**config.mk**
```make
export PLATFORM = sky130hd
export DESIGN_NAME = imu_burst_read_sequencer
export DESIGN_NICKNAME = d
export VERILOG_FILES = /design/src/rtl/ibrs_pkg.sv /design/src/rtl/ibrs_seq.sv /design/src/rtl/ibrs_accum.sv /design/src/rtl/imu_burst_read_sequencer.sv
export VERILOG_INCLUDE_DIRS = /design/src /design/src/rtl
export SDC_FILE = /design/constraint.sdc
export NUM_CORES = 1
export LEC_CHECK = 0
export BUFFER_PORTS_ARGS = -buffer_cell sky130_fd_sc_hd__buf_2
export CAP_MARGIN = 20
export CORE_UTILIZATION = 40
export DETAILED_ROUTE_END_ITERATION = 8
export PLACE_DENSITY_LB_ADDON = 0.15
export SLEW_MARGIN = 20
export SYNTH_ARGS = -nofsm -noshare
export SYNTH_HDL_FRONTEND = slang
export SYNTH_SLANG_ARGS = --single-unit
```
**constraint.sdc**
```tcl
create_clock -name clk -period 16.2 [get_ports clk]
set_input_delay 0 -clock clk [delete_from_list [all_inputs] [get_ports clk]]
set_output_delay 0 -clock clk [all_outputs]
set_load 0.03 [all_outputs]
```
**src/rtl/imu_burst_read_sequencer_assert.svh**
```systemverilog
// assertion macros for the burst read sequencer rtl
// no dependencies; included inside module bodies after the logic
`ifndef IMU_BURST_READ_SEQUENCER_ASSERT_SVH
`define IMU_BURST_READ_SEQUENCER_ASSERT_SVH

// same-cycle implication, disabled during reset
`define IBRS_ASSERT_NOW(label, clk, rst, ante, cons, msg) \
  label: assert property (@(posedge clk) disable iff (rst) (ante) |-> (cons)) \
    else $error(msg);

// next-cycle implication, disabled during reset
`define IBRS_ASSERT_NEXT(label, clk, rst, ante, cons, msg) \
  label: assert property (@(posedge clk) disable iff (rst) (ante) |=> (cons)) \
    else $error(msg);

`endif

```
**src/rtl/ibrs_pkg.sv**
```systemverilog
// shared types and constants of the burst read sequencer
// no dependencies
`timescale 1ns / 1ps

package ibrs_pkg;

  localparam int unsigned BURST_BYTES = 14;
  localparam int unsigned NUM_CH      = 7;
  localparam int unsigned SUM_OUT_W   = 32;
  localparam int unsigned COUNT_W     = 16;
  localparam int unsigned ACT_W       = 3;
  localparam int unsigned KIND_W      = 2;

  localparam logic [7:0] DEV_ADDR_RESET = 8'd208;
  localparam logic [7:0] DATA_REG       = 8'h3B;
  localparam logic [7:0] ADDR_WR_MASK   = 8'hFE;
  localparam logic [7:0] ADDR_RD_BIT    = 8'h01;

  // input item kinds
  localparam logic [KIND_W-1:0] KIND_RESTART = 2'd0;
  localparam logic [KIND_W-1:0] KIND_EVENT   = 2'd1;
  localparam logic [KIND_W-1:0] KIND_CLEAR   = 2'd2;

  // bus actions
  localparam logic [ACT_W-1:0] ACT_TX     = 3'd0;
  localparam logic [ACT_W-1:0] ACT_RSTART = 3'd1;
  localparam logic [ACT_W-1:0] ACT_RECV   = 3'd2;
  localparam logic [ACT_W-1:0] ACT_ACK    = 3'd3;
  localparam logic [ACT_W-1:0] ACT_STOP   = 3'd4;

  // first byte of each channel word, in output order, and which get negated
  localparam int unsigned CH_BYTE_IDX [NUM_CH] = '{2, 0, 4, 6, 10, 8, 12};
  localparam bit          CH_NEGATE   [NUM_CH] = '{1'b0, 1'b0, 1'b1, 1'b0,
                                                   1'b0, 1'b0, 1'b1};

  typedef logic [BURST_BYTES-1:0][7:0]       byte_buf_t;
  typedef logic [NUM_CH-1:0][SUM_OUT_W-1:0]  sum_vec_t;

  typedef struct packed {
    logic restart;
    logic event_go;
  } seq_req_t;

  typedef struct packed {
    logic [ACT_W-1:0] action;
    logic [7:0]       tx_byte;
    logic             ack_level;
    logic             stop;
  } seq_rsp_t;

  typedef struct packed {
    logic load;
    logic clear;
  } acc_ctl_t;

endpackage

```
**src/rtl/ibrs_seq.sv**
```systemverilog
// bus sequencer state machine and receive byte buffer
// depends on ibrs_pkg
`timescale 1ns / 1ps

module ibrs_seq (
  input  logic              clk,
  input  logic              rst,
  input  ibrs_pkg::seq_req_t req,
  input  logic [7:0]        rx_byte,
  input  logic [7:0]        device_address,
  output ibrs_pkg::seq_rsp_t rsp,
  output ibrs_pkg::byte_buf_t rx_buf
);
  import ibrs_pkg::*;

  localparam logic [2:0] ST_ADDR_W  = 3'd0;
  localparam logic [2:0] ST_REG     = 3'd1;
  localparam logic [2:0] ST_RSTART  = 3'd2;
  localparam logic [2:0] ST_ADDR_R  = 3'd3;
  localparam logic [2:0] ST_RECV_EN = 3'd4;
  localparam logic [2:0] ST_RX      = 3'd5;
  localparam logic [2:0] ST_REARM   = 3'd6;
  localparam logic [2:0] ST_DONE    = 3'd7;

  logic [2:0] state;
  logic [2:0] state_next;
  logic [3:0] byte_pos;
  logic [3:0] byte_pos_next;
  logic       buf_wr;
  logic       pos_in_range;
  byte_buf_t  bytes;

  assign pos_in_range = byte_pos < 4'(BURST_BYTES);

  always_comb begin
    rsp           = '0;
    state_next    = state;
    byte_pos_next = byte_pos;
    buf_wr        = 1'b0;
    case (state)
      ST_ADDR_W: begin
        rsp.action  = ACT_TX;
        rsp.tx_byte = device_address & ADDR_WR_MASK;
        state_next  = ST_REG;
      end
      ST_REG: begin
        rsp.action  = ACT_TX;
        rsp.tx_byte = DATA_REG;
        state_next  = ST_RSTART;
      end
      ST_RSTART: begin
        rsp.action = ACT_RSTART;
        state_next = ST_ADDR_R;
      end
      ST_ADDR_R: begin
        rsp.action  = ACT_TX;
        rsp.tx_byte = device_address | ADDR_RD_BIT;
        state_next  = ST_RECV_EN;
      end
      ST_RECV_EN: begin
        rsp.action    = ACT_RECV;
        byte_pos_next = '0;
        state_next    = ST_RX;
      end
      ST_RX: begin
        rsp.action = ACT_ACK;
        buf_wr     = pos_in_range;
        if (pos_in_range) begin
          byte_pos_next = byte_pos + 4'd1;
        end
        // nack on the last byte or on an overrun
        if ((byte_pos_next < 4'(BURST_BYTES)) && (byte_pos_next != 4'd0)) begin
          rsp.ack_level = 1'b0;
          state_next    = ST_REARM;
        end else begin
          rsp.ack_level = 1'b1;
          state_next    = ST_DONE;
        end
      end
      ST_REARM: begin
        rsp.action = ACT_RECV;
        state_next = ST_RX;
      end
      ST_DONE: begin
        rsp.action = ACT_STOP;
        rsp.stop   = 1'b1;
      end
      default: begin
        rsp.action = ACT_STOP;
        rsp.stop   = 1'b1;
      end
    endcase
  end

  always_ff @(posedge clk) begin
    if (rst) begin
      state    <= ST_ADDR_W;
      byte_pos <= '0;
    end else if (req.restart) begin
      state <= ST_ADDR_W;
    end else if (req.event_go) begin
      state    <= state_next;
      byte_pos <= byte_pos_next;
    end
  end

  always_ff @(posedge clk) begin
    if (req.event_go && buf_wr) begin
      bytes[byte_pos] <= rx_byte;
    end
  end

  assign rx_buf = bytes;

endmodule

```
**src/rtl/ibrs_accum.sv**
```systemverilog
// channel word assembly, axis remap and running sums with sample count
// depends on ibrs_pkg
`timescale 1ns / 1ps

module ibrs_accum #(
  parameter int unsigned SUM_WIDTH = 32
) (
  input  logic                        clk,
  input  logic                        rst,
  input  ibrs_pkg::acc_ctl_t          ctl,
  input  ibrs_pkg::byte_buf_t         rx_buf,
  output ibrs_pkg::sum_vec_t          sums_next_out,
  output logic [ibrs_pkg::COUNT_W-1:0] count_next
);
  import ibrs_pkg::*;

  logic [NUM_CH-1:0][SUM_WIDTH-1:0] sums;
  logic [NUM_CH-1:0][SUM_WIDTH-1:0] sums_next;
  logic [COUNT_W-1:0]               count;
  logic                             first_sample;

  assign first_sample = count == '0;
  assign count_next   = count + COUNT_W'(1);

  for (genvar k = 0; k < NUM_CH; k++) begin : g_ch
    logic [15:0]          raw;
    logic [15:0]          word;
    logic [SUM_WIDTH-1:0] word_ext;

    assign raw      = {rx_buf[CH_BYTE_IDX[k]], rx_buf[CH_BYTE_IDX[k] + 1]};
    // negation wraps at 16 bits, so -32768 stays -32768
    assign word     = CH_NEGATE[k] ? 16'(16'd0 - raw) : raw;
    assign word_ext = {{(SUM_WIDTH - 16){word[15]}}, word};

    assign sums_next[k]     = first_sample ? word_ext : sums[k] + word_ext;
    assign sums_next_out[k] = sums_next[k][SUM_OUT_W-1:0];
  end

  always_ff @(posedge clk) begin
    if (ctl.load) begin
      sums <= sums_next;
    end
  end

  always_ff @(posedge clk) begin
    if (rst) begin
      count <= '0;
    end else if (ctl.clear) begin
      count <= '0;
    end else if (ctl.load) begin
      count <= count_next;
    end
  end

endmodule

```
**src/rtl/imu_burst_read_sequencer.sv**
```systemverilog
// Burst read sequencer for an i2c inertial sensor: each bus-event transaction
// yields one result transaction (the next bus action) and the stop after the
// 14-byte read carries the updated channel sums and sample count. Restart and
// clear transactions only change state and give no result. The block takes one
// transaction per clock: an input register feeds the sequencer and accumulator
// and a result register holds the outgoing transaction, so a result passes
// through both after its input is accepted. Input is held off only while a
// bus-event waits in the input register behind a result not yet taken; the
// seven sum adders are the only wide logic, one adder deep per channel.
// depends on ibrs_pkg, ibrs_seq, ibrs_accum and the assertion header
`timescale 1ns / 1ps

module imu_burst_read_sequencer #(
  parameter int unsigned SUM_WIDTH = 32
) (
  input  logic                        clk,
  input  logic                        rst,
  // configuration: sensor bus address byte
  input  logic                        cfg_wr_en,
  input  logic [7:0]                  cfg_wr_data,
  // input transactions
  input  logic                        in_valid,
  output logic                        in_ready,
  input  logic [ibrs_pkg::KIND_W-1:0] kind,
  input  logic [7:0]                  rx_byte,
  // result transactions
  output logic                        out_valid,
  input  logic                        out_ready,
  output logic [ibrs_pkg::ACT_W-1:0]  action,
  output logic [7:0]                  tx_byte,
  output logic                        ack_level,
  output logic signed [31:0]          sum_accel_x,
  output logic signed [31:0]          sum_accel_y,
  output logic signed [31:0]          sum_accel_z,
  output logic signed [31:0]          sum_temperature,
  output logic signed [31:0]          sum_gyro_x,
  output logic signed [31:0]          sum_gyro_y,
  output logic signed [31:0]          sum_gyro_z,
  output logic [ibrs_pkg::COUNT_W-1:0] samples_summed,
  output logic                        sample_done
);
  import ibrs_pkg::*;

  // device address register
  logic [7:0] dev_addr;

  // input register
  logic              s1_valid;
  logic [KIND_W-1:0] s1_kind;
  logic [7:0]        s1_rx;
  logic              s1_is_event;
  logic              s1_fire;
  logic              ev_fire;

  // datapath between sequencer and accumulator
  seq_req_t           seq_req;
  seq_rsp_t           seq_rsp;
  acc_ctl_t           acc_ctl;
  byte_buf_t          rx_buf;
  sum_vec_t           acc_sums;
  logic [COUNT_W-1:0] acc_count;

  // result register
  sum_vec_t out_sums;

  always_ff @(posedge clk) begin
    if (rst) begin
      dev_addr <= DEV_ADDR_RESET;
    end else if (cfg_wr_en) begin
      dev_addr <= cfg_wr_data;
    end
  end

  // a bus event may only leave the input register when the result slot frees
  assign s1_is_event = s1_kind == KIND_EVENT;
  assign s1_fire     = s1_valid && (!s1_is_event || !out_valid || out_ready);
  assign ev_fire     = s1_fire && s1_is_event;
  assign in_ready    = !s1_valid || s1_fire;

  always_ff @(posedge clk) begin
    if (rst) begin
      s1_valid <= 1'b0;
    end else if (in_ready) begin
      s1_valid <= in_valid;
    end
  end

  always_ff @(posedge clk) begin
    if (in_valid && in_ready) begin
      s1_kind <= kind;
      s1_rx   <= rx_byte;
    end
  end

  assign seq_req.restart  = s1_fire && (s1_kind == KIND_RESTART);
  assign seq_req.event_go = ev_fire;

  ibrs_seq u_seq (
    .clk            (clk),
    .rst            (rst),
    .req            (seq_req),
    .rx_byte        (s1_rx),
    .device_address (dev_addr),
    .rsp            (seq_rsp),
    .rx_buf         (rx_buf)
  );

  // stop accumulates the buffer; kind 3 falls through as a no-op
  assign acc_ctl.load  = ev_fire && seq_rsp.stop;
  assign acc_ctl.clear = s1_fire && (s1_kind == KIND_CLEAR);

  ibrs_accum #(
    .SUM_WIDTH (SUM_WIDTH)
  ) u_accum (
    .clk           (clk),
    .rst           (rst),
    .ctl           (acc_ctl),
    .rx_buf        (rx_buf),
    .sums_next_out (acc_sums),
    .count_next    (acc_count)
  );

  always_ff @(posedge clk) begin
    if (rst) begin
      out_valid <= 1'b0;
    end else if (ev_fire) begin
      out_valid <= 1'b1;
    end else if (out_ready) begin
      out_valid <= 1'b0;
    end
  end

  // sums and count read as zero except on the completing stop
  always_ff @(posedge clk) begin
    if (ev_fire) begin
      action         <= seq_rsp.action;
      tx_byte        <= seq_rsp.tx_byte;
      ack_level      <= seq_rsp.ack_level;
      sample_done    <= seq_rsp.stop;
      out_sums       <= seq_rsp.stop ? acc_sums : '0;
      samples_summed <= seq_rsp.stop ? acc_count : '0;
    end
  end

  // output order follows the vehicle frame: x/y swapped, z negated upstream
  assign sum_accel_x     = $signed(out_sums[0]);
  assign sum_accel_y     = $signed(out_sums[1]);
  assign sum_accel_z     = $signed(out_sums[2]);
  assign sum_temperature = $signed(out_sums[3]);
  assign sum_gyro_x      = $signed(out_sums[4]);
  assign sum_gyro_y      = $signed(out_sums[5]);
  assign sum_gyro_z      = $signed(out_sums[6]);

  `include "imu_burst_read_sequencer_assert.svh"

  `IBRS_ASSERT_NOW(a_done_is_stop, clk, rst, out_valid && sample_done, action == ACT_STOP, "sample_done without stop")
  `IBRS_ASSERT_NOW(a_nack_on_ack, clk, rst, out_valid && ack_level, action == ACT_ACK, "ack_level set outside ack action")
  `IBRS_ASSERT_NOW(a_tx_only, clk, rst, out_valid && (tx_byte != 8'd0), action == ACT_TX, "tx_byte set outside transmit")
  `IBRS_ASSERT_NOW(a_stall_cause, clk, rst, !in_ready, s1_valid && s1_is_event && out_valid && !out_ready, "input stalled without a blocked event")
  `IBRS_ASSERT_NEXT(a_stop_result, clk, rst, ev_fire && seq_rsp.stop, out_valid && sample_done, "stop did not produce a completed sample")

endmodule

```
==> impl_metrics.py, run 1 <==
metrics = {
    "setup_path": {
        "critical_path.top_delay_family": "compound AO/OA/AOI/OAI gates",
        "end_kind": "flip-flop",
        "crit_chain": "nor3_1, nor3b_2, nand2_1, nor4_1, xnor2_4, ha_1, a21oi_1, o21ai_1, o21ba_2, a31oi_1, a221oi_2, o21ai_1, a311oi_1, xor2_1, o21ai_1",
        "critical_path_class": "flip-flop to flip-flop",
        "slowest_delay_ns": 0.64,
        "startpoint_type": "flip-flop",
        "critPathRequiredTime_ns": 16.56,
        "cp_num_buf_inv": 0,
        "crit_slowest_cell": "nor4_1",
        "cpMostUsedCell": "o21ai_1",
        "arrival_ns": 5.19,
        "critPathMaxFanout": 20,
    },
    "floorplanning": {
        "fp-row-count": 109,
        "die_area_um2": 90310,
        "die_w_um": 300.5,
        "die_y_um": 300.5,
        "core_area_um2": 88370,
        "start_util": 0.4033,
        "io_pins": 278,
    },
    "hold_path": {
        "hp-class": "primary input to flip-flop",
    },
    "clock_tree": {
        "htreeDepth": 3,
        "cts_buffers": 76,
        "cts_hold_repair.buffers": 33,
        "cts.repair.resized": 0,
        "cts_setup_buffers": 0,
        "clock_sinks": 631,
        "cts.clk_slew.worst_paths_ns": 0.06,
        "root_buffer": "clkbuf_16",
        "clk_path_buf_depth": 3,
        "worstSkewPairLatency_ns": 0.64,
        "cts_tree": "done",
    },
    "detailed_routing": {
        "viasPerCell": 5.422,
        "drt-wirelength-per-cell_um": 19.34,
        "drc": 2,
        "drt_pass1_iterations": 7,
        "vias": 26320,
        "drt-initial-drc-count": 1436,
        "totalWireLength_mm": 93.87,
        "ant_nets": 0,
    },
    "logic_synthesis": {
        "yosys_warnings": 0,
        "syn_area_um2": 35640,
        "synthFlopType": "edfxtp_1",
        "synth_nets": 3610,
        "synth_edf_count": 599,
        "synth_seq_cells": 631,
        "async_flop_share": 0,
        "synth.distinct_cells": 86,
        "synth-seq-area-share": 0.5226,
        "avgSynthCellArea_um2": 10.64,
        "synth_cells": 3349,
    },
    "timing": {
        "tightest_slew_ns": 1.082,
        "finalSetupTns_ns": 0,
        "finalSetupViolCount": 0,
        "timing.slew.headroom": 0.2760,
        "fin_ws_ns": 11.37,
        "grt_setup_unrepaired": "false",
        "report.final.hold_viol_count": 0,
        "final_max_slew_viol_count": 0,
        "clock_skew_ns": 0.02672,
        "min_period_ns": 4.825,
        "finalCritPeriodShare": 0.2979,
        "max_freq_ghz": 0.2072,
    },
    "finish": {
        "final_cell_mix": "edfxtp_1, nand2_1, a21oi_1",
        "drive_gt1_frac": 0.1279,
        "diodes": 0,
        "final_util": 0.4656,
        "layout_commonest_cell": "edfxtp_1",
        "areaGrowthSynthToFinish_pct": 15.44,
        "fillers": 8369,
        "finalNetCount": 3892,
    },
    "global_route": {
        "grt_max_degree": 150,
        "grt_overflow": 0,
        "grt_pass1_wl_mm": 145.6,
        "grt_pass1_vias": 25610,
        "track_usage": 0.2060,
        "antenna_found_initial": 6,
    },
    "power_and_ir_drop": {
        "swShare": 0.2115,
        "p_comb_frac": 0.020,
        "irDropWorstVdd_mv": 0.07366,
        "power_mw": 3.653,
        "power_leakage_nw": 15.24,
        "clkPwrFrac": 0.490,
        "p_seq_frac": 0.491,
        "internal_power_mw": 2.880,
        "switchingPower_mw": 0.7725,
        "powerDensity_nw_per_um2": 88.78,
    },
    "run": {
        "drv_cap": 0,
    },
    "place": {
        "globalplace.congestion": 0.8698,
        "dp_slack_ns": 11.35,
        "place_hpwl_mm": 61.63,
        "port_buffers": 276,
    },
    "status": {
        "status": "finished, violations left",
        "failed_checks": "DRC",
    },
}
## per-stage QoR
| step | hold slack (ns) | std cells | instance area, um2 |
|---|---|---|---|
| final | 0.06952 | 4854 | 41150 |
| after global routing | 0.07353 | 4854 | 41150 |
| after CTS | 0.02882 | 4854 | 41140 |
| after detailed placement | 0.1781 | 4685 | 38240 |
| after global placement | 0.1779 | 4685 | 38220 |
| after floorplan | 0.09857 | 3349 | 35640 |
## state kept, by name, indices dropped and copies added (netlist names), 7 cells and up
| name | flops |
|---|---|
| tx_byte | 8 |
| sum_accel_z | 32 |
| u_accum.sums | 224 |
| sum_gyro_x | 32 |
| dev_addr | 7 |
| sum_gyro_y | 32 |
| sum_temperature | 32 |
| sum_accel_y | 32 |
| samples_summed | 16 |
| sum_gyro_z | 32 |
| sum_accel_x | 32 |
| u_accum.count | 16 |
| u_seq.rx_buf | 112 |
| s1_rx | 8 |
## layer usage
| metal | up-vias | wire length [um] | global-route usage |
|---|---|---|---|
| met2 | 546 | 43130 | 0.3330 |
| met3 | 106 | 4840 | 0.03824 |
| met5 | - | 0 | 0 |
| li1 | 13030 | - | - |
| met4 | 0 | 1966 | 0.05879 |
| met1 | 12640 | 43930 | 0.2812 |
## kinds of logic after synthesis
kind of cell             synth area share
adder cells (fa/ha/maj)           0.08502
XOR/XNOR                          0.05603
buffers and inverters             0.02271
multiplexers                     0.003686
AO/OA/AOI/OAI                      0.1687
flip-flops                         0.5226
AND/OR/NAND/NOR                    0.1412
## cell type report
cell class                 instances  area, um2  area share
timing repair buffer             335       1932     0.04695
multi-input combinational       2512      16250      0.3950
tap                             1165       1458     0.03543
inverter                          75      299.0    0.007268
sequential                       631      18630      0.4527
clock buffer                      95       2056     0.04996
clock inverter                    41      519.2     0.01262
## cells in the mapped netlist, drive strengths merged, types with 10 or more instances
| library cell | number | area (um2) |
|---|---|---|
| edfxtp | 599 | 17990 |
| nand2 | 338 | 1271 |
| a21oi | 310 | 1578 |
| nor2 | 296 | 1111 |
| o21ai | 274 | 1386 |
| ha | 231 | 2890 |
| xnor2 | 137 | 1200 |
| and2 | 119 | 747.0 |
| a21o | 107 | 803.3 |
| clkbuf | 106 | 397.9 |
| xor2 | 91 | 797.0 |
| nand3 | 78 | 390.4 |
| inv | 73 | 274.0 |
| nand4 | 53 | 331.6 |
| nor3 | 48 | 250.2 |
| o21a | 35 | 262.8 |
| dfxtp | 32 | 640.6 |
| a211oi | 31 | 252.7 |
| o211ai | 31 | 242.7 |
| o21bai | 30 | 225.2 |
| a31oi | 29 | 181.4 |
| nor2b | 26 | 162.7 |
| and3 | 25 | 156.4 |
| buf | 25 | 130.1 |
| or3 | 21 | 131.4 |
| nand2b | 17 | 106.4 |
| o31ai | 17 | 137.6 |
| nor4 | 13 | 81.33 |
| mux2i | 12 | 120.1 |
| or4 | 11 | 82.58 |
| o2111ai | 10 | 87.58 |
## path summary, 6_finish.rpt
check                                   endpoint              start  slack [ns]  cells past startpoint
worst max-delay path              sum_gyro_z[30]  u_seq.rx_buf[104]       11.37                     15
worst min-delay path                  s1_kind[0]            kind[0]        0.07                      2
worst min register to register  u_accum.count[1]   u_accum.count[1]        0.50                      2
worst max register to register    sum_gyro_z[30]  u_seq.rx_buf[104]       11.37                     15
## power by group through the flow
stage / Clock (mW) / Combinational, mW / Sequential, mW
after floorplan: 0 / 0.0109 / 1.85
after global placement: 0 / 0.0668 / 1.83
after detailed placement: 0 / 0.0669 / 1.83
after CTS: 1.83 / 0.0735 / 1.79
after global routing: 1.89 / 0.0773 / 1.79
final: 1.79 / 0.0723 / 1.79
## worst register-to-register path: cells and delay by family, from the launching register on
family	cells	cell delay (ns)
AND/OR/NAND/NOR	4	1.44
AO/OA/AOI/OAI	8	1.55
XOR/XNOR	2	0.64
adder cells (fa/ha/maj)	1	0.48
flip-flops	1	0.42
Note: power is estimated with default switching activity, not from simulation.
==> run 2, diff against run 1 <==
==> constraint.sdc (replaced) <==
create_clock -name clk -period 4.4 [get_ports clk]
set_input_delay 0 -clock clk [delete_from_list [all_inputs] [get_ports clk]]
set_output_delay 0 -clock clk [all_outputs]
set_load 0.03 [all_outputs]
==> run 2 against run 1 <==
Against the previous run: the flow still finishes with violations (DRC); global-route usage shrank 0.072 points; design area increased by 1.0%; clock power grew to 3.6 times the previous value; total power grew to 3.7 times the previous value; via count grew 1.4%; register-to-register slack lost 11 ns; largest power group unchanged; setup slack worse by 11 ns; largest cell class unchanged; highest routed layer unchanged; hold slack better by 0.011 ns.
==> impl_metrics.py, run 2 (same netlist as run 1, synthesis figures left out) <==
metrics = {
    "finish": {
        "regMostFlops": "u_accum.sums",
        "diodes": 0,
        "final_util": 0.4704,
        "areaGrowthSynthToFinish_pct": 16.64,
        "largest_reg_flops": 224,
        "layout_commonest_cell": "edfxtp_1",
        "finalNetCount": 3927,
        "fin_area_um2": 41570,
        "final_cell_mix": "edfxtp_1, nand2_1, a21oi_1",
        "final_cells": 4890,
        "drive_gt1_frac": 0.1401,
    },
    "setup_path": {
        "worstReg2RegEnd": "sum_accel_z[30]",
        "critical_path_class": "flip-flop to flip-flop",
        "startpoint_type": "flip-flop",
        "rr_worst_depth": 14,
        "r2r_setup_slack_ns": 0.21,
        "critPathRequiredTime_ns": 4.74,
        "end_kind": "flip-flop",
        "critPathMaxFanout": 5,
        "arrival_ns": 4.53,
        "r2r-start": "u_seq.rx_buf[33]",
    },
    "detailed_routing": {
        "wirelength_met1_mm": 44.00,
        "wl_met3_mm": 4.689,
        "drt_pass1_iterations": 7,
        "routed.top_layer": "met4",
        "wl_met2_mm": 43.26,
        "drt-initial-drc-count": 1445,
        "ant_nets": 0,
        "viasPerCell": 5.460,
        "totalWireLength_mm": 94.31,
        "drc": 2,
        "drt-wirelength-per-cell_um": 19.29,
        "vias": 26700,
    },
    "timing": {
        "finalCritPeriodShare": 0.9516,
        "report.final.hold_viol_count": 0,
        "hold_slack_ns": 0.08093,
        "grt_setup_unrepaired": "false",
        "finalSetupViolCount": 0,
        "finalSetupTns_ns": 0,
        "fin_ws_ns": 0.2129,
        "max_freq_ghz": 0.2388,
        "min_period_ns": 4.187,
        "final_max_slew_viol_count": 0,
        "timing.slew.headroom": 0.2440,
        "clock_skew_ns": 0.02860,
        "tightest_slew_ns": 1.134,
    },
    "floorplanning": {
        "io_pins": 278,
        "die_w_um": 300.5,
        "fp-row-count": 109,
        "start_util": 0.4033,
        "die_area_um2": 90310,
        "core_area_um2": 88370,
        "die_y_um": 300.5,
    },
    "power_and_ir_drop": {
        "swShare": 0.2111,
        "p_seq_frac": 0.494,
        "irDropWorstVdd_mv": 0.3003,
        "powerDensity_nw_per_um2": 321.2,
        "p_comb_frac": 0.020,
        "switchingPower_mw": 2.819,
        "internal_power_mw": 10.54,
        "clkPwrFrac": 0.486,
        "power_mw": 13.35,
        "power_leakage_nw": 15.44,
    },
    "clock_tree": {
        "worstSkewPairLatency_ns": 0.64,
        "clock_sinks": 631,
        "root_buffer": "clkbuf_16",
        "cts.clk_slew.worst_paths_ns": 0.06,
        "htreeDepth": 3,
        "cts_tree": "done",
        "clk_path_buf_depth": 3,
        "cts_buffers": 74,
    },
    "place": {
        "dp_slack_ns": 0.05551,
        "port_buffers": 276,
        "place_hpwl_mm": 64.12,
        "globalplace.congestion": 0.8749,
        "place_area_um2": 38560,
        "dp_cells": 4719,
    },
    "global_route": {
        "grt_pass1_wl_mm": 145.9,
        "grt_pass1_vias": 26120,
        "grt_overflow": 0,
        "grt_max_degree": 140,
        "track_usage": 0.2053,
        "antenna_found_initial": 2,
    },
    "status": {
        "failed_checks": "DRC",
        "status": "finished, violations left",
    },
    "hold_path": {
        "hp-start": "rx_byte[0]",
        "hp-class": "primary input to flip-flop",
        "min_path_cells": 2,
        "hold_path_end": "s1_rx[0]",
    },
    "run": {
        "drv_cap": 0,
    },
}
## run 2: cell count changes in the layout (fill, tap and decap cells not counted), sizes merged
cell and change:
buf +37, clkbuf -4, clkinv +4, inv -1
## run 2: layout make-up
type                       count  area [um2]
clock buffer                  91        1998
multi-input combinational   2512       16340
inverter                      75       304.0
tap                         1165        1458
sequential                   631       18630
clock inverter                44       551.8
timing repair buffer         372        2297
fill                        8264       46800
## run 2: timing repair
item / 4_1_cts / 5_1_grt
hold buffers: 33 / 0
buffers inserted: 0 / 3
resized for setup: 0 / 21
endpoints found under the setup margin: 0 / 27
endpoints found under the hold margin: 36 / 0
## run 2: critical path, stage by stage (launching register included)
cell       delay (ns)
edfxtp_1         0.45
or4_1            0.61
nor3_2           0.20
nand3_1          0.20
xor2_4           0.26
ha_1             0.31
a21o_1           0.18
a21o_1           0.18
a221oi_2         0.27
a31oi_2          0.19
a41o_1           0.27
a2111oi_4        0.37
nor3_2           0.09
xnor2_1          0.22
o21ai_1          0.11
## run 2: per-layer routing
metal | track usage | vias up
li1 | - | 13090
met4 | 0.06608 | 0
met2 | 0.3303 | 574
met3 | 0.03766 | 137
met1 | 0.2790 | 12890
met5 | 0 | -
## run 2: how the worst max path moves through the flow
stage                           start  slack, ns         endpoint
floorplan            u_seq.rx_buf[33]      0.002  sum_accel_z[30]
global route        u_seq.rx_buf[104]       0.02   sum_gyro_z[30]
detailed placement   u_seq.rx_buf[40]       0.06  sum_accel_z[30]
global placement     u_seq.rx_buf[40]       0.13  sum_accel_z[30]
CTS                  u_seq.rx_buf[40]       0.03  sum_accel_z[30]
finish               u_seq.rx_buf[33]       0.21  sum_accel_z[30]
## run 2: power by group through the flow
stage          clock network (mW)  registers (mW)  logic [mW]
6_report                     6.49            6.60       0.266
4_1_cts                      6.65            6.60       0.270
3_5_place_dp                    0            6.73       0.246
3_3_place_gp                    0            6.73       0.245
2_1_floorplan                   0            6.82      0.0405
5_1_grt                      6.87            6.60       0.282
==> run 3, diff against run 2 <==
--- a/config.mk
+++ b/config.mk
@@ -8,7 +8,9 @@
 export LEC_CHECK = 0
 export BUFFER_PORTS_ARGS = -buffer_cell sky130_fd_sc_hd__buf_2
 export CAP_MARGIN = 20
-export CORE_UTILIZATION = 40
+export CELL_PAD_IN_SITES_DETAIL_PLACEMENT = 1
+export CELL_PAD_IN_SITES_GLOBAL_PLACEMENT = 2
+export CORE_UTILIZATION = 36
 export DETAILED_ROUTE_END_ITERATION = 8
 export PLACE_DENSITY_LB_ADDON = 0.15
 export SLEW_MARGIN = 20
==> run 3 against run 2 <==
Against the previous run: the flow now finishes without violations; sequential cell count did not move; non-clock buffer count fell by 2; register-to-register slack improved by 0.02 ns; critical path depth rose by 3; sequential share of layout area fell by 0.17 points; total power barely moved; sequential power barely moved; setup slack improved by 0.021 ns; final cell count rose by 2.6%; global-route usage rose by 0.79 points; hold slack got worse by 0.0040 ns; first-iteration DRC count rose by 9.6%; critical path type unchanged; largest cell class unchanged.
==> impl_metrics.py, run 3 (same netlist as run 1, synthesis figures left out) <==
metrics = {
    "status": {
        "status": "completed",
    },
    "clock_tree": {
        "clock_sinks": 631,
        "cts_tree": "done",
        "cts_buffers": 77,
        "cts_setup_buffers": 0,
        "htreeDepth": 3,
        "worstSkewPairLatency_ns": 0.64,
        "cts.clk_slew.worst_paths_ns": 0.06,
        "root_buffer": "clkbuf_16",
        "clk_path_buf_depth": 3,
    },
    "detailed_routing": {
        "drt-initial-drc-count": 1584,
        "ant_nets": 0,
        "drc": 0,
        "vias": 27060,
        "wl_met3_mm": 4.527,
        "routed.top_layer": "met4",
        "drt_pass1_iterations": 5,
        "viasPerCell": 5.394,
        "wl_met2_mm": 50.27,
        "wirelength_met1_mm": 50.78,
        "totalWireLength_mm": 107.7,
        "drt-wirelength-per-cell_um": 21.48,
    },
    "setup_path": {
        "rr_worst_depth": 17,
        "r2r-start": "u_seq.rx_buf[40]",
        "critPathMaxFanout": 5,
        "critical_path_class": "flip-flop to flip-flop",
        "startpoint_type": "flip-flop",
        "critPathRequiredTime_ns": 4.75,
        "arrival_ns": 4.52,
        "worstReg2RegEnd": "sum_accel_z[31]",
        "r2r_setup_slack_ns": 0.23,
        "end_kind": "flip-flop",
    },
    "place": {
        "port_buffers": 276,
        "place_hpwl_mm": 74.72,
        "globalplace.congestion": 0.8753,
    },
    "power_and_ir_drop": {
        "irDropWorstVdd_mv": 0.2166,
        "powerDensity_nw_per_um2": 319.9,
        "power_leakage_nw": 15.45,
        "power_mw": 13.35,
    },
    "hold_path": {
        "hp-class": "primary input to flip-flop",
        "hp-start": "rx_byte[5]",
        "hold_path_end": "s1_rx[5]",
        "min_path_cells": 2,
    },
    "floorplanning": {
        "die_area_um2": 100300,
        "die_w_um": 316.7,
        "die_y_um": 316.7,
        "fp-row-count": 115,
        "start_util": 0.3627,
        "io_pins": 278,
        "core_area_um2": 98280,
    },
    "timing": {
        "grt_setup_unrepaired": "true",
        "finalSetupViolCount": 0,
        "hold_slack_ns": 0.07688,
        "final_max_slew_viol_count": 0,
        "finalCritPeriodShare": 0.9468,
        "tightest_slew_ns": 1.231,
        "report.final.hold_viol_count": 0,
        "clock_skew_ns": 0.01453,
        "min_period_ns": 4.166,
        "max_freq_ghz": 0.2400,
        "timing.slew.headroom": 0.1795,
    },
    "finish": {
        "areaGrowthSynthToFinish_pct": 17.09,
        "largest_reg_flops": 224,
        "finalNetCount": 3928,
        "regMostFlops": "u_accum.sums",
        "drive_gt1_frac": 0.1422,
        "layout_commonest_cell": "edfxtp_1",
        "final_cell_mix": "edfxtp_1, nand2_1, a21oi_1",
    },
    "global_route": {
        "track_usage": 0.2132,
        "antenna_found_initial": 1,
        "grt_pass1_vias": 28550,
        "grt_max_degree": 145,
        "grt_overflow": 0,
        "grt_pass1_wl_mm": 166.6,
    },
    "run": {
        "drv_cap": 0,
    },
}
run 3: cell types whose count changed in the layout (fill, tap and decap cells not counted), moves of 3 or more:
cell	delta
buf_4	-5
a21oi_2	+4
a21oi_1	-4
bufinv_16	-3
clkbuf_16	+4
clkinv_2	+5
run 3: worst max path at each step:
stage / startpoint / slack [ns] / to
final: u_seq.rx_buf[40] / 0.23 / sum_accel_z[31]
after detailed placement: u_seq.rx_buf[40] / 0.02 / sum_accel_z[30]
after global routing: u_seq.rx_buf[40] / -0.01 / sum_accel_z[31]
after floorplan: u_seq.rx_buf[33] / 0.002 / sum_accel_z[30]
after CTS: u_seq.rx_buf[40] / 0.05 / sum_accel_z[30]
after global placement: u_seq.rx_buf[40] / 0.15 / sum_accel_z[30]
run 3: layer usage:
metal	vias to the layer above	GRT usage
li1	13110	-
met1	13390	0.2892
met2	441	0.3524
met3	118	0.03499
met4	0	0.05605
met5	-	0
run 3: through the flow:
| step | setup slack (ns) | TNS, ns | cell area, um2 | utilization | cells |
|---|---|---|---|---|---|
| floorplan | 0.002256 | 0 | 35670 | - | 3349 |
| global placement | 0.1457 | 0 | 38730 | 0.3941 | 4841 |
| detailed placement | 0.02277 | 0 | 38740 | 0.3942 | 4842 |
| CTS | 0.04776 | 0 | 41620 | 0.4235 | 5015 |
| global route | -0.01324 | -0.01324 | 41730 | 0.4246 | 5015 |
| finish | 0.2341 | 0 | 41730 | 0.4247 | 5016 |
run 3: final cells by class:
| class | count | area (um2) |
|---|---|---|
| sequential | 631 | 18630 |
| tap | 1287 | 1610 |
| fill | 10820 | 56540 |
| clock inverter | 47 | 470.5 |
| timing repair buffer | 370 | 2306 |
| antenna | 1 | 2.502 |
| multi-input combinational | 2512 | 16340 |
| inverter | 75 | 304.0 |
| clock buffer | 93 | 2071 |
run 3: worst max-delay path, stage by stage (launching register included):
cell and delay, ns:
edfxtp_1 0.39, inv_1 0.12, ha_1 0.19, nand2_1 0.08, or3_1 0.33, or2_2 0.34
nor2_1 0.13, xnor2_1 0.22, ha_2 0.39, a21oi_1 0.23, o21a_1 0.17, o211ai_1 0.09
o21ai_0 0.17, a21oi_2 0.13, o211a_1 0.30, or3_1 0.36, nand4bb_1 0.13, a31oi_1 0.10
run 3: what timing repair did:
item                                    4_1_cts  5_1_grt
hold buffers                                 33        0
hold endpoints to repair                     36        0
pin swaps                                     0        5
endpoints found under the setup margin        1       28
resized for setup                             1       24
run 3: power breakdown:
group,internal [mW],total (mW),switching (mW)
clock network,3.83,6.48,2.65
registers,6.57,6.60,0.0342
logic,0.0742,0.272,0.198
total,10.5,13.4,2.88
